==> src/rtl/rsi_pkg.sv <==
// ----------------------------------------------------------------------------
// rsi_pkg - shared types for the stretch increment block
// Request and response bundles of the shared multiply-divide unit.
// ----------------------------------------------------------------------------
package rsi_pkg;

	localparam int unsigned MulAW  = 48;  // magnitude operand
	localparam int unsigned MulBW  = 16;  // scale operand, MSB first
	localparam int unsigned DivW   = 18;  // divisor and addend
	localparam int unsigned QuotW  = 64;  // product and quotient

	// request to the shared unit: quot = (mul_a * mul_b + add_c) / div_d
	typedef struct packed {
		logic               start;
		logic [MulAW-1:0]   mul_a;
		logic [MulBW-1:0]   mul_b;
		logic [DivW-1:0]    add_c;
		logic [DivW-1:0]    div_d;
	} rsi_req_t;

	// response: done pulses for one cycle with the quotient valid
	typedef struct packed {
		logic               done;
		logic [QuotW-1:0]   quot;
	} rsi_rsp_t;

endpackage

==> src/rtl/rsi_muldiv.sv <==
// ----------------------------------------------------------------------------
// rsi_muldiv - serial multiply, add and divide unit
// One shared 64-bit adder does a 16-step shift-add multiply, one addend step
// and a 64-step restoring division, one bit per cycle.
// ----------------------------------------------------------------------------
module rsi_muldiv (
	input  logic              clk,
	input  logic              arst_n,
	input  rsi_pkg::rsi_req_t req,
	output rsi_pkg::rsi_rsp_t rsp
);
	import rsi_pkg::*;

	localparam int unsigned MulSteps = MulBW;
	localparam int unsigned DivSteps = QuotW;
	localparam int unsigned CntW     = $clog2(DivSteps);

	typedef enum logic [1:0] {
		U_IDLE,
		U_MUL,
		U_ADDC,
		U_DIV
	} ustate_t;

	ustate_t            state_q;
	logic [CntW-1:0]    cnt_q;
	logic [MulAW-1:0]   a_q;
	logic [MulBW-1:0]   b_q;
	logic [DivW-1:0]    c_q;
	logic [DivW-1:0]    d_q;
	logic [QuotW-1:0]   acc_q;
	logic [DivW-1:0]    rem_q;
	logic               done_q;

	logic [DivW:0]      trial;
	logic [QuotW-1:0]   op_x;
	logic [QuotW-1:0]   op_y;
	logic               cin;
	logic [QuotW-1:0]   sum;
	logic               fits;

	// select operands of the shared adder
	assign trial = {rem_q, acc_q[QuotW-1]};

	always_comb begin
		op_x = '0;
		op_y = '0;
		cin  = 1'b0;
		unique case (state_q)
			U_MUL: begin
				op_x = {acc_q[QuotW-2:0], 1'b0};
				op_y = b_q[MulBW-1] ? QuotW'(a_q) : '0;
			end
			U_ADDC: begin
				op_x = acc_q;
				op_y = QuotW'(c_q);
			end
			U_DIV: begin
				op_x = QuotW'(trial);
				op_y = ~QuotW'(d_q);
				cin  = 1'b1;
			end
			default: begin
				op_x = '0;
			end
		endcase
	end

	assign sum  = op_x + op_y + QuotW'(cin);
	assign fits = ~sum[QuotW-1];

	// sequence the multiply, addend and divide steps
	always_ff @(posedge clk or negedge arst_n) begin
		if (!arst_n) begin
			state_q <= U_IDLE;
			cnt_q   <= '0;
			a_q     <= '0;
			b_q     <= '0;
			c_q     <= '0;
			d_q     <= '0;
			acc_q   <= '0;
			rem_q   <= '0;
			done_q  <= 1'b0;
		end else begin
			done_q <= 1'b0;
			unique case (state_q)
				U_IDLE: begin
					if (req.start) begin
						a_q     <= req.mul_a;
						b_q     <= req.mul_b;
						c_q     <= req.add_c;
						d_q     <= req.div_d;
						acc_q   <= '0;
						cnt_q   <= CntW'(MulSteps - 1);
						state_q <= U_MUL;
					end
				end
				U_MUL: begin
					acc_q <= sum;
					b_q   <= {b_q[MulBW-2:0], 1'b0};
					if (cnt_q == '0) begin
						state_q <= U_ADDC;
					end else begin
						cnt_q <= cnt_q - 1'b1;
					end
				end
				U_ADDC: begin
					acc_q   <= sum;
					rem_q   <= '0;
					cnt_q   <= CntW'(DivSteps - 1);
					state_q <= U_DIV;
				end
				U_DIV: begin
					rem_q <= fits ? sum[DivW-1:0] : trial[DivW-1:0];
					acc_q <= {acc_q[QuotW-2:0], fits};
					if (cnt_q == '0) begin
						done_q  <= 1'b1;
						state_q <= U_IDLE;
					end else begin
						cnt_q <= cnt_q - 1'b1;
					end
				end
				default: begin
					state_q <= U_IDLE;
				end
			endcase
		end
	end

	assign rsp.done = done_q;
	assign rsp.quot = acc_q;

	// a request only arrives while the unit is free
	a_start_idle: assert property (@(posedge clk) disable iff (!arst_n)
		req.start |-> state_q == U_IDLE)
		else $error("muldiv request while busy");

	// the remainder stays below the divisor throughout the division
	a_rem_bound: assert property (@(posedge clk) disable iff (!arst_n)
		state_q == U_DIV |-> rem_q < d_q)
		else $error("division remainder out of range");

	// completion is a single-cycle pulse
	a_done_pulse: assert property (@(posedge clk) disable iff (!arst_n)
		rsp.done |=> !rsp.done)
		else $error("done held longer than one cycle");

endmodule

==> src/rtl/realtime_stretch_increment.sv <==
// ----------------------------------------------------------------------------
// realtime_stretch_increment - hop increment calculator for a time stretcher
// Decides transients and phase resets per hop and returns the output hop.
// ----------------------------------------------------------------------------
// One request is taken at a time. A clear command goes straight from idle
// to the output state. A normal hop steps through the product, branch, round,
// clamp, update and output states, with one pass through the shared
// multiply-divide unit when the ratio changed and one when the divergence
// changes sign. A transient hop makes two passes (amnesty count, then
// recovery). The serial divider produces one of 64 quotient bits per cycle.
// A finished answer waits in the output register while the next request is
// taken; the sequencer only stalls if that answer is still untaken when the
// next one is ready.
module realtime_stretch_increment (
	input  logic        clk,
	input  logic        arst_n,
	// input requests
	input  logic        s_tvalid,
	output logic        s_tready,
	input  logic [47:0] s_tdata,   // stretch_ratio[19:0], detect_value[35:20],
	                               // hop_increment[47:36]
	input  logic        s_tuser,   // command[0]
	// results
	output logic        m_tvalid,
	input  logic        m_tready,
	output logic [23:0] m_tdata,   // output_increment[17:0], zero fill[23:18]
	output logic        m_tuser,   // transient_flag[0]
	// register writes
	input  logic        cfg_valid,
	output logic        cfg_ready,
	input  logic [1:0]  cfg_index,
	input  logic [17:0] cfg_data
);
	import rsi_pkg::*;

	localparam logic [1:0] CfgSampleRate = 2'd0;
	localparam logic [1:0] CfgDefaultInc = 2'd1;
	localparam logic [1:0] CfgHardPeaks  = 2'd2;

	localparam logic       CmdClear      = 1'b1;

	localparam logic signed [47:0] Max48 = {1'b0, {47{1'b1}}};
	localparam logic signed [47:0] Min48 = {1'b1, {47{1'b0}}};

	typedef enum logic [3:0] {
		S_IDLE,
		S_PROD,
		S_BRANCH,
		S_AMN_GO,
		S_AMN_WAIT,
		S_REC_GO,
		S_REC_WAIT,
		S_ROUND,
		S_CLAMP,
		S_UPD,
		S_OUT
	} state_t;

	function automatic logic signed [47:0] sat48(input logic signed [49:0] v);
		logic signed [47:0] r;
		if (v[49] && !(&v[48:47])) begin
			r = Min48;
		end else if (!v[49] && (|v[48:47])) begin
			r = Max48;
		end else begin
			r = v[47:0];
		end
		return r;
	endfunction

	// configuration
	logic [17:0]        rate_q;
	logic [11:0]        def_inc_q;
	logic               hpe_q;

	// sequencer and block state
	state_t             state_q;
	logic               cmd_in;
	logic [19:0]        ratio_in;
	logic [15:0]        detect_in;
	logic [11:0]        hop_in;
	logic [11:0]        inc_in;
	logic [19:0]        ratio_q;
	logic [15:0]        detect_q;
	logic [11:0]        inc_q;
	logic [31:0]        t_q;
	logic               trans_q;
	logic               ratio_chg_q;
	logic               rec_last_q;
	logic               rec_neg_q;
	logic [15:0]        prev_detect_q;
	logic [19:0]        prev_ratio_q;
	logic [15:0]        amnesty_q;
	logic signed [47:0] div_q;
	logic signed [47:0] rec_q;
	logic signed [34:0] incr_q;
	logic signed [17:0] hop_q;
	logic signed [17:0] pend_inc_q;
	logic               pend_flag_q;
	logic               m_tvalid_q;
	logic signed [17:0] out_inc_q;
	logic               out_flag_q;

	// combinational helpers
	logic [17:0]        rate_eff;
	logic [16:0]        inc20;
	logic [15:0]        inc10;
	logic [47:0]        div_mag;
	logic [19:0]        det_x10;
	logic [19:0]        prev_x11;
	logic [20:0]        det_x20;
	logic signed [49:0] div_trans;
	logic signed [49:0] div_norm;
	logic signed [47:0] div_next;
	logic signed [50:0] x_round;
	logic [32:0]        lo_sum;
	logic [33:0]        hi_sum;
	logic signed [34:0] lo_ext;
	logic signed [34:0] hi_ext;
	logic [47:0]        rec_pos;
	logic signed [47:0] rec_sat;
	rsi_req_t           req;
	rsi_rsp_t           rsp;

	// unpack the request
	assign cmd_in    = s_tuser;
	assign ratio_in  = s_tdata[19:0];
	assign detect_in = s_tdata[35:20];
	assign hop_in    = s_tdata[47:36];
	assign inc_in    = (hop_in != '0) ? hop_in :
	                   (def_inc_q != '0) ? def_inc_q : 12'd1;

	assign rate_eff  = (rate_q != '0) ? rate_q : 18'd1;
	assign inc20     = 17'(inc_q) * 17'd20;
	assign inc10     = 16'(inc_q) * 16'd10;
	assign div_mag   = div_q[47] ? 48'(48'd0 - div_q) : div_q;

	// transient test terms
	assign det_x10   = 20'(detect_q) * 20'd10;
	assign prev_x11  = 20'(prev_detect_q) * 20'd11;
	assign det_x20   = 21'(detect_q) * 21'd20;

	// divergence updates for the two kinds of hop
	assign div_trans = {{2{div_q[47]}}, div_q} + $signed({22'd0, inc_q, 16'd0})
	                 - $signed({18'd0, t_q});
	assign div_norm  = {{2{div_q[47]}}, div_q} - $signed({18'd0, t_q})
	                 + $signed({{16{hop_q[17]}}, hop_q, 16'd0});
	assign div_next  = sat48(div_norm);

	// rounding and clamp bounds
	assign x_round   = $signed({19'd0, t_q}) - $signed({{3{rec_q[47]}}, rec_q})
	                 + 51'sd32768;
	assign lo_sum    = 33'(t_q) + 33'd65536;
	assign hi_sum    = {2'b00, t_q[31:0]} + {2'b00, t_q[31:0]} + 34'd32768;
	assign lo_ext    = $signed({19'd0, lo_sum[32:17]});
	assign hi_ext    = $signed({17'd0, hi_sum[33:16]});

	// saturate the quotient into a signed recovery rate
	assign rec_pos   = (|rsp.quot[63:47]) ? 48'(Max48) : rsp.quot[47:0];
	assign rec_sat   = !rec_neg_q ? $signed(rec_pos) :
	                   ((|rsp.quot[63:48]) || (rsp.quot[47] && (|rsp.quot[46:0]))) ?
	                   Min48 : $signed(48'(48'd0 - rsp.quot[47:0]));

	// drive requests to the shared unit
	always_comb begin
		req.start = 1'b0;
		req.mul_a = '0;
		req.mul_b = '0;
		req.add_c = '0;
		req.div_d = '0;
		unique case (state_q)
			S_AMN_GO: begin
				req.start = 1'b1;
				req.mul_a = 48'(rate_eff) + 48'(inc20) - 48'd1;
				req.mul_b = 16'd1;
				req.div_d = 18'(inc20);
			end
			S_REC_GO: begin
				req.start = 1'b1;
				req.mul_a = div_mag;
				req.mul_b = inc10;
				req.add_c = {1'b0, rate_eff[17:1]};
				req.div_d = rate_eff;
			end
			default: begin
				req.start = 1'b0;
			end
		endcase
	end

	rsi_muldiv u_muldiv (
		.clk    (clk),
		.arst_n (arst_n),
		.req    (req),
		.rsp    (rsp)
	);

	// take register writes
	always_ff @(posedge clk or negedge arst_n) begin
		if (!arst_n) begin
			rate_q    <= 18'd44100;
			def_inc_q <= 12'd256;
			hpe_q     <= 1'b1;
		end else if (cfg_valid && cfg_ready) begin
			unique case (cfg_index)
				CfgSampleRate: rate_q    <= cfg_data;
				CfgDefaultInc: def_inc_q <= cfg_data[11:0];
				CfgHardPeaks:  hpe_q     <= cfg_data[0];
				default:       ;
			endcase
		end
	end

	// sequence one hop and hold the result
	always_ff @(posedge clk or negedge arst_n) begin
		if (!arst_n) begin
			state_q       <= S_IDLE;
			ratio_q       <= '0;
			detect_q      <= '0;
			inc_q         <= '0;
			t_q           <= '0;
			trans_q       <= 1'b0;
			ratio_chg_q   <= 1'b0;
			rec_last_q    <= 1'b0;
			rec_neg_q     <= 1'b0;
			prev_detect_q <= '0;
			prev_ratio_q  <= 20'd65536;
			amnesty_q     <= '0;
			div_q         <= '0;
			rec_q         <= '0;
			incr_q        <= '0;
			hop_q         <= '0;
			pend_inc_q    <= '0;
			pend_flag_q   <= 1'b0;
			m_tvalid_q    <= 1'b0;
			out_inc_q     <= '0;
			out_flag_q    <= 1'b0;
		end else begin
			// drop a taken result; the output state reloads it on its own
			if (m_tvalid_q && m_tready && state_q != S_OUT) begin
				m_tvalid_q <= 1'b0;
			end
			unique case (state_q)
				S_IDLE: begin
					if (s_tvalid) begin
						if (cmd_in == CmdClear) begin
							prev_detect_q <= '0;
							div_q         <= '0;
							pend_inc_q    <= '0;
							pend_flag_q   <= 1'b0;
							state_q       <= S_OUT;
						end else begin
							ratio_q  <= ratio_in;
							detect_q <= detect_in;
							inc_q    <= inc_in;
							state_q  <= S_PROD;
						end
					end
				end
				S_PROD: begin
					t_q           <= 32'(inc_q) * 32'(ratio_q);
					trans_q       <= hpe_q && (det_x10 > prev_x11) &&
					                 (det_x20 > 21'd28672) && (amnesty_q == '0);
					ratio_chg_q   <= ratio_q != prev_ratio_q;
					prev_detect_q <= detect_q;
					prev_ratio_q  <= ratio_q;
					state_q       <= S_BRANCH;
				end
				S_BRANCH: begin
					if (trans_q) begin
						div_q       <= sat48(div_trans);
						pend_inc_q  <= 18'sd0 - $signed({6'd0, inc_q});
						pend_flag_q <= 1'b1;
						state_q     <= S_AMN_GO;
					end else begin
						if (amnesty_q != '0) begin
							amnesty_q <= amnesty_q - 1'b1;
						end
						rec_last_q <= 1'b0;
						state_q    <= ratio_chg_q ? S_REC_GO : S_ROUND;
					end
				end
				S_AMN_GO: begin
					state_q <= S_AMN_WAIT;
				end
				S_AMN_WAIT: begin
					if (rsp.done) begin
						amnesty_q  <= rsp.quot[15:0];
						rec_last_q <= 1'b1;
						state_q    <= S_REC_GO;
					end
				end
				S_REC_GO: begin
					rec_neg_q <= div_q[47];
					state_q   <= S_REC_WAIT;
				end
				S_REC_WAIT: begin
					if (rsp.done) begin
						rec_q   <= rec_sat;
						state_q <= rec_last_q ? S_OUT : S_ROUND;
					end
				end
				S_ROUND: begin
					incr_q  <= x_round[50:16];
					state_q <= S_CLAMP;
				end
				S_CLAMP: begin
					if (incr_q < lo_ext) begin
						hop_q <= lo_ext[17:0];
					end else if (incr_q > hi_ext) begin
						hop_q <= hi_ext[17:0];
					end else begin
						hop_q <= incr_q[17:0];
					end
					state_q <= S_UPD;
				end
				S_UPD: begin
					div_q       <= div_next;
					pend_inc_q  <= hop_q;
					pend_flag_q <= 1'b0;
					rec_last_q  <= 1'b1;
					if ((div_q < 0 && div_next > 0) || (div_q > 0 && div_next < 0)) begin
						state_q <= S_REC_GO;
					end else begin
						state_q <= S_OUT;
					end
				end
				S_OUT: begin
					if (!m_tvalid_q || m_tready) begin
						out_inc_q  <= pend_inc_q;
						out_flag_q <= pend_flag_q;
						m_tvalid_q <= 1'b1;
						state_q    <= S_IDLE;
					end
				end
				default: begin
					state_q <= S_IDLE;
				end
			endcase
		end
	end

	assign s_tready  = (state_q == S_IDLE);
	assign cfg_ready = 1'b1;
	assign m_tvalid  = m_tvalid_q;
	assign m_tdata   = {6'd0, out_inc_q};
	assign m_tuser   = out_flag_q;

	// the shared unit only completes while the sequencer waits for it
	a_done_wait: assert property (@(posedge clk) disable iff (!arst_n)
		rsp.done |-> (state_q == S_AMN_WAIT || state_q == S_REC_WAIT))
		else $error("muldiv completion outside a wait state");

	// an accepted request makes the block busy
	a_busy_after_take: assert property (@(posedge clk) disable iff (!arst_n)
		s_tvalid && s_tready |=> !s_tready)
		else $error("second request taken while busy");

	// a transient answer is always a negative hop
	a_trans_negative: assert property (@(posedge clk) disable iff (!arst_n)
		m_tvalid && m_tuser |-> m_tdata[17])
		else $error("transient answer is not negative");

endmodule
==> config.mk <==
export PLATFORM = sky130hd
export DESIGN_NAME = realtime_stretch_increment
export DESIGN_NICKNAME = d
export VERILOG_FILES = /design/src/rtl/rsi_pkg.sv /design/src/rtl/rsi_muldiv.sv /design/src/rtl/realtime_stretch_increment.sv
export SDC_FILE = /design/constraint.sdc
export NUM_CORES = 2
export LEC_CHECK = 0
export BUFFER_PORTS_ARGS = -buffer_cell sky130_fd_sc_hd__buf_2
export CAP_MARGIN = 20
export CORE_MARGIN = 5
export CORE_UTILIZATION = 50
export DETAILED_ROUTE_END_ITERATION = 10
export HOLD_SLACK_MARGIN = 0.02
export PLACE_DENSITY_LB_ADDON = 0.15
export SLEW_MARGIN = 20
export SYNTH_ARGS = -nofsm -noshare
export SYNTH_HDL_FRONTEND = slang
export SYNTH_SLANG_ARGS = --single-unit
==> constraint.sdc <==
create_clock -name clk -period 16.1 [get_ports clk]
set_clock_uncertainty 0.05 [all_clocks]
set_input_delay 0 -clock clk [delete_from_list [all_inputs] [get_ports clk]]
set_output_delay 0 -clock clk [all_outputs]
set_load 0.005 [all_outputs]
==> impl_metrics.tcl <==
set metrics [dict create \
    syn_to_final_growth_pct 9.48 \
    cp.required_ps 16630 \
    ys_seq_elements 548 \
    timing.final.ws_setup_ps 9220 \
    use_met2_pct 47.7 \
    synth_most_common_cell "sky130_fd_sc_hd__nand2_1" \
    via_per_inst 6.05 \
    synth_cell_types 112 \
    die_h_microns 333 \
    worst-slew-pin-transition_ps 1140 \
    drtAntennaViolNets 0 \
    post_synth_instance_area_sq_mm 0.0520 \
    first_global_vias 45200 \
    synth_top_family_by_area "compound AO/OA/AOI/OAI gates" \
    period_share_pct 42.7 \
    globalRouteMet3Util_pct 5.01 \
    synth_simple_gate_area_share_pct 16.6 \
    vias 46100 \
    ys_top_cells_by_count "695 x sky130_fd_sc_hd__nand2_1, 620 x sky130_fd_sc_hd__inv_1, 539 x sky130_fd_sc_hd__dfrtp_1" \
    synthDominantAreaCellType "sky130_fd_sc_hd__dfrtp_1" \
    global_route.usage.total_pct 29.6 \
    yosys.area_share.xor_xnor_pct 5.32 \
    nets 6992 \
    end_kind "flop" \
    rsz_0062_raised_after_global_routing "false" \
    synthMuxAreaShare_pct 1.90 \
    report.final.setup_viol 0 \
    drt_pre_antenna_iters 8 \
    postSynth.asyncResetShare_pct 100 \
    die-area_sq_mm 0.111 \
    floorplan.initialDensity_pct 50.3 \
    critPathMaxFanout 24 \
    cp.arrival_ps 7410 \
    first_pass_grt_wire_length_microns 263000 \
    grt_overflow 0 \
    criticalPathCategory "flop to flop" \
    busiest_layer "met2" \
    fmax_mhz 145 \
    grt_start_max_net_pins 98 \
    numPortBuffers 94 \
    post_synthesis_area_per_instance_sq_um 8.38 \
    share_of_the_synthesized_area_in_compound_gates_ao_oa_aoi_oai_pct 21.6 \
    antenna_found_initial 8 \
    postSynthCellCount 6208 \
    cts_tree "built" \
    cts-root-to-sink-buffers 3 \
    htree_levels 3 \
    finalMaxSlewViolations 0 \
    slew_headroom_pct 24.3 \
    timing.final.crit_period_ps 6880 \
    worst_r2r_path_depth 21 \
    io_pins 102 \
    core_sq_mm 0.103 \
    worstSkewPairLatency_ps 660 \
    std_cell_rows 118 \
    share_of_the_yosys_chip_area_belonging_to_registers_pct 26.4 \
    path_clk_slew_ps 60 \
    ys.flop_type "sky130_fd_sc_hd__dfrtp_1" \
    gp_congestion 0.933 \
    clock-root-buffer "sky130_fd_sc_hd__clkbuf_16" \
    timing.critical_path.from_type "flop" \
    synth_top_cells_by_area "sky130_fd_sc_hd__dfrtp_1 26%, sky130_fd_sc_hd__ha_1 12%, sky130_fd_sc_hd__fa_1 8.7%" \
    placement.setup.worst_slack_ps 9340 \
    numCtsBuffers 72 \
    grt.met1_usage_pct 40.8 \
    max-cap-violations 0 \
    run_status "complete, no violations" \
    route.final.wire_length_microns 167000 \
    postCtsSetupBuffers 0 \
    hold_viol_final 0 \
    share_of_post_route_cells_with_drive_strength_above_1_pct 7.38 \
    wire_per_inst_microns 21.9 \
    synthAdderAreaFrac_pct 20.9 \
    dr.first_iter.drc_count 4212 \
    post-synth-top-area-fraction_pct 25.9 \
    cts.sink_count 548 \
    yosysWarnings 0 \
    chipWidth_microns 333 \
    synth_enable_flop_cells 0 \
    finalSetupTns_ps 0 \
    detailed_place_hpwl_microns 124000 \
    type_of_the_worst_min_delay_path "input pin to async pin" \
    post-route-drc-count 0 \
]
[sequential cells by signal, summed over array words and instances (netlist names), 20 cells and up]
| signal | count |
|---|---|
| u_muldiv.acc_q | 64 |
| div_q | 48 |
| rec_q | 48 |
| u_muldiv.a_q | 48 |
| incr_q | 34 |
| t_q | 32 |
| prev_ratio_q | 20 |
| ratio_q | 20 |
[logic make-up after synthesis]
family	Yosys count
and+or+nand+nor	1843
AOI/OAI and AO/OA	1693
buffers and inverters	985
xor gates and xnor gates	315
other	2
muxes	89
DFF	548
adders and majority gates	733
[what timing repair did]
item,CTS,global route
endpoints found under the hold margin,180,0
hold buffers,101,0
gates resized for setup,0,0
[through the flow]
stage | cell area (sq um) | hold WS [ps] | util, % | cells
finish | 57000 | 57.6 | 55.0 | 7625
global route | 57000 | 60.1 | 55.0 | 7623
CTS | 57000 | 21.9 | 55.0 | 7623
detailed placement | 53400 | 78.9 | 51.6 | 7390
global placement | 53400 | 73.1 | 51.6 | 7390
floorplan | 52100 | -346 | - | 6213
[final cells by class]
class	instances	area [sq um]
Fill cell	9619	46500
Multi-Input combinational cell	4680	34700
Sequential cell	548	13700
Inverter	621	2330
Clock buffer	100	2040
Timing Repair Buffer	262	2010
Tap cell	1380	1730
Clock inverter	32	483
Antenna cell	2	5.00
[layout by cell type (no fill, tap or decap), types with 47 or more instances in the layout]
cell type / count
sky130_fd_sc_hd__buf_2: 93
sky130_fd_sc_hd__nand4_1: 95
sky130_fd_sc_hd__buf_4: 67
sky130_fd_sc_hd__and2_1: 85
sky130_fd_sc_hd__a22oi_1: 142
sky130_fd_sc_hd__a21oi_1: 387
sky130_fd_sc_hd__o21ai_0: 386
sky130_fd_sc_hd__xor2_1: 113
sky130_fd_sc_hd__nor4_1: 54
sky130_fd_sc_hd__xnor2_1: 201
sky130_fd_sc_hd__o31ai_1: 47
sky130_fd_sc_hd__nor3_1: 101
sky130_fd_sc_hd__dfrtp_1: 539
sky130_fd_sc_hd__a21o_1: 146
sky130_fd_sc_hd__inv_1: 620
sky130_fd_sc_hd__nand3_1: 96
sky130_fd_sc_hd__dlygate4sd3_1: 100
sky130_fd_sc_hd__mux2_2: 75
sky130_fd_sc_hd__o22a_1: 51
sky130_fd_sc_hd__clkbuf_16: 73
sky130_fd_sc_hd__a31oi_1: 51
sky130_fd_sc_hd__o21a_1: 51
sky130_fd_sc_hd__ha_1: 501
sky130_fd_sc_hd__fa_1: 227
sky130_fd_sc_hd__nand2_1: 693
sky130_fd_sc_hd__or3_1: 56
sky130_fd_sc_hd__nor2_1: 434
[critical path, stage by stage (launching register included)]
cell and delay (ps):
sky130_fd_sc_hd__dfrtp_1 1020, sky130_fd_sc_hd__nand2_1 180, sky130_fd_sc_hd__fa_1 500, sky130_fd_sc_hd__fa_1 510
sky130_fd_sc_hd__inv_1 50, sky130_fd_sc_hd__fa_1 470, sky130_fd_sc_hd__inv_1 50, sky130_fd_sc_hd__fa_1 520
sky130_fd_sc_hd__inv_1 50, sky130_fd_sc_hd__fa_1 470, sky130_fd_sc_hd__ha_1 370, sky130_fd_sc_hd__a21o_1 130
sky130_fd_sc_hd__a21o_1 130, sky130_fd_sc_hd__a21oi_1 90, sky130_fd_sc_hd__o21ai_0 470, sky130_fd_sc_hd__nor2_1 80
sky130_fd_sc_hd__a21oi_1 290, sky130_fd_sc_hd__and2_1 200, sky130_fd_sc_hd__o31a_1 220, sky130_fd_sc_hd__a41oi_1 170
sky130_fd_sc_hd__or4b_2 670, sky130_fd_sc_hd__nand3_1 100
[layer usage]
metal / vias up / wire, microns / share of wire [%]
li1: 21700 / - / -
met2: 1574 / 75900 / 45
met4: 2 / 6000 / 3.6
met3: 282 / 12300 / 7.3
met5: - / 65 / 0.039
met1: 22600 / 72800 / 44
[worst paths after layout]
check                            from            to  slack [ps]
max in group asynchronous      arst_n  detect_q[14]       13410
max                          inc_q[3]       t_q[30]        9220
min in group clk           s_tdata[6]    ratio_q[6]          70
min reg2reg                  hop_q[8]      hop_q[8]         420
max reg2reg                  inc_q[3]       t_q[30]        9220
min                            arst_n  out_inc_q[6]          60
Power is left out: the tool's default activity adds up to more than one toggle a clock period on the data nets, which glitch-free logic cannot reach.
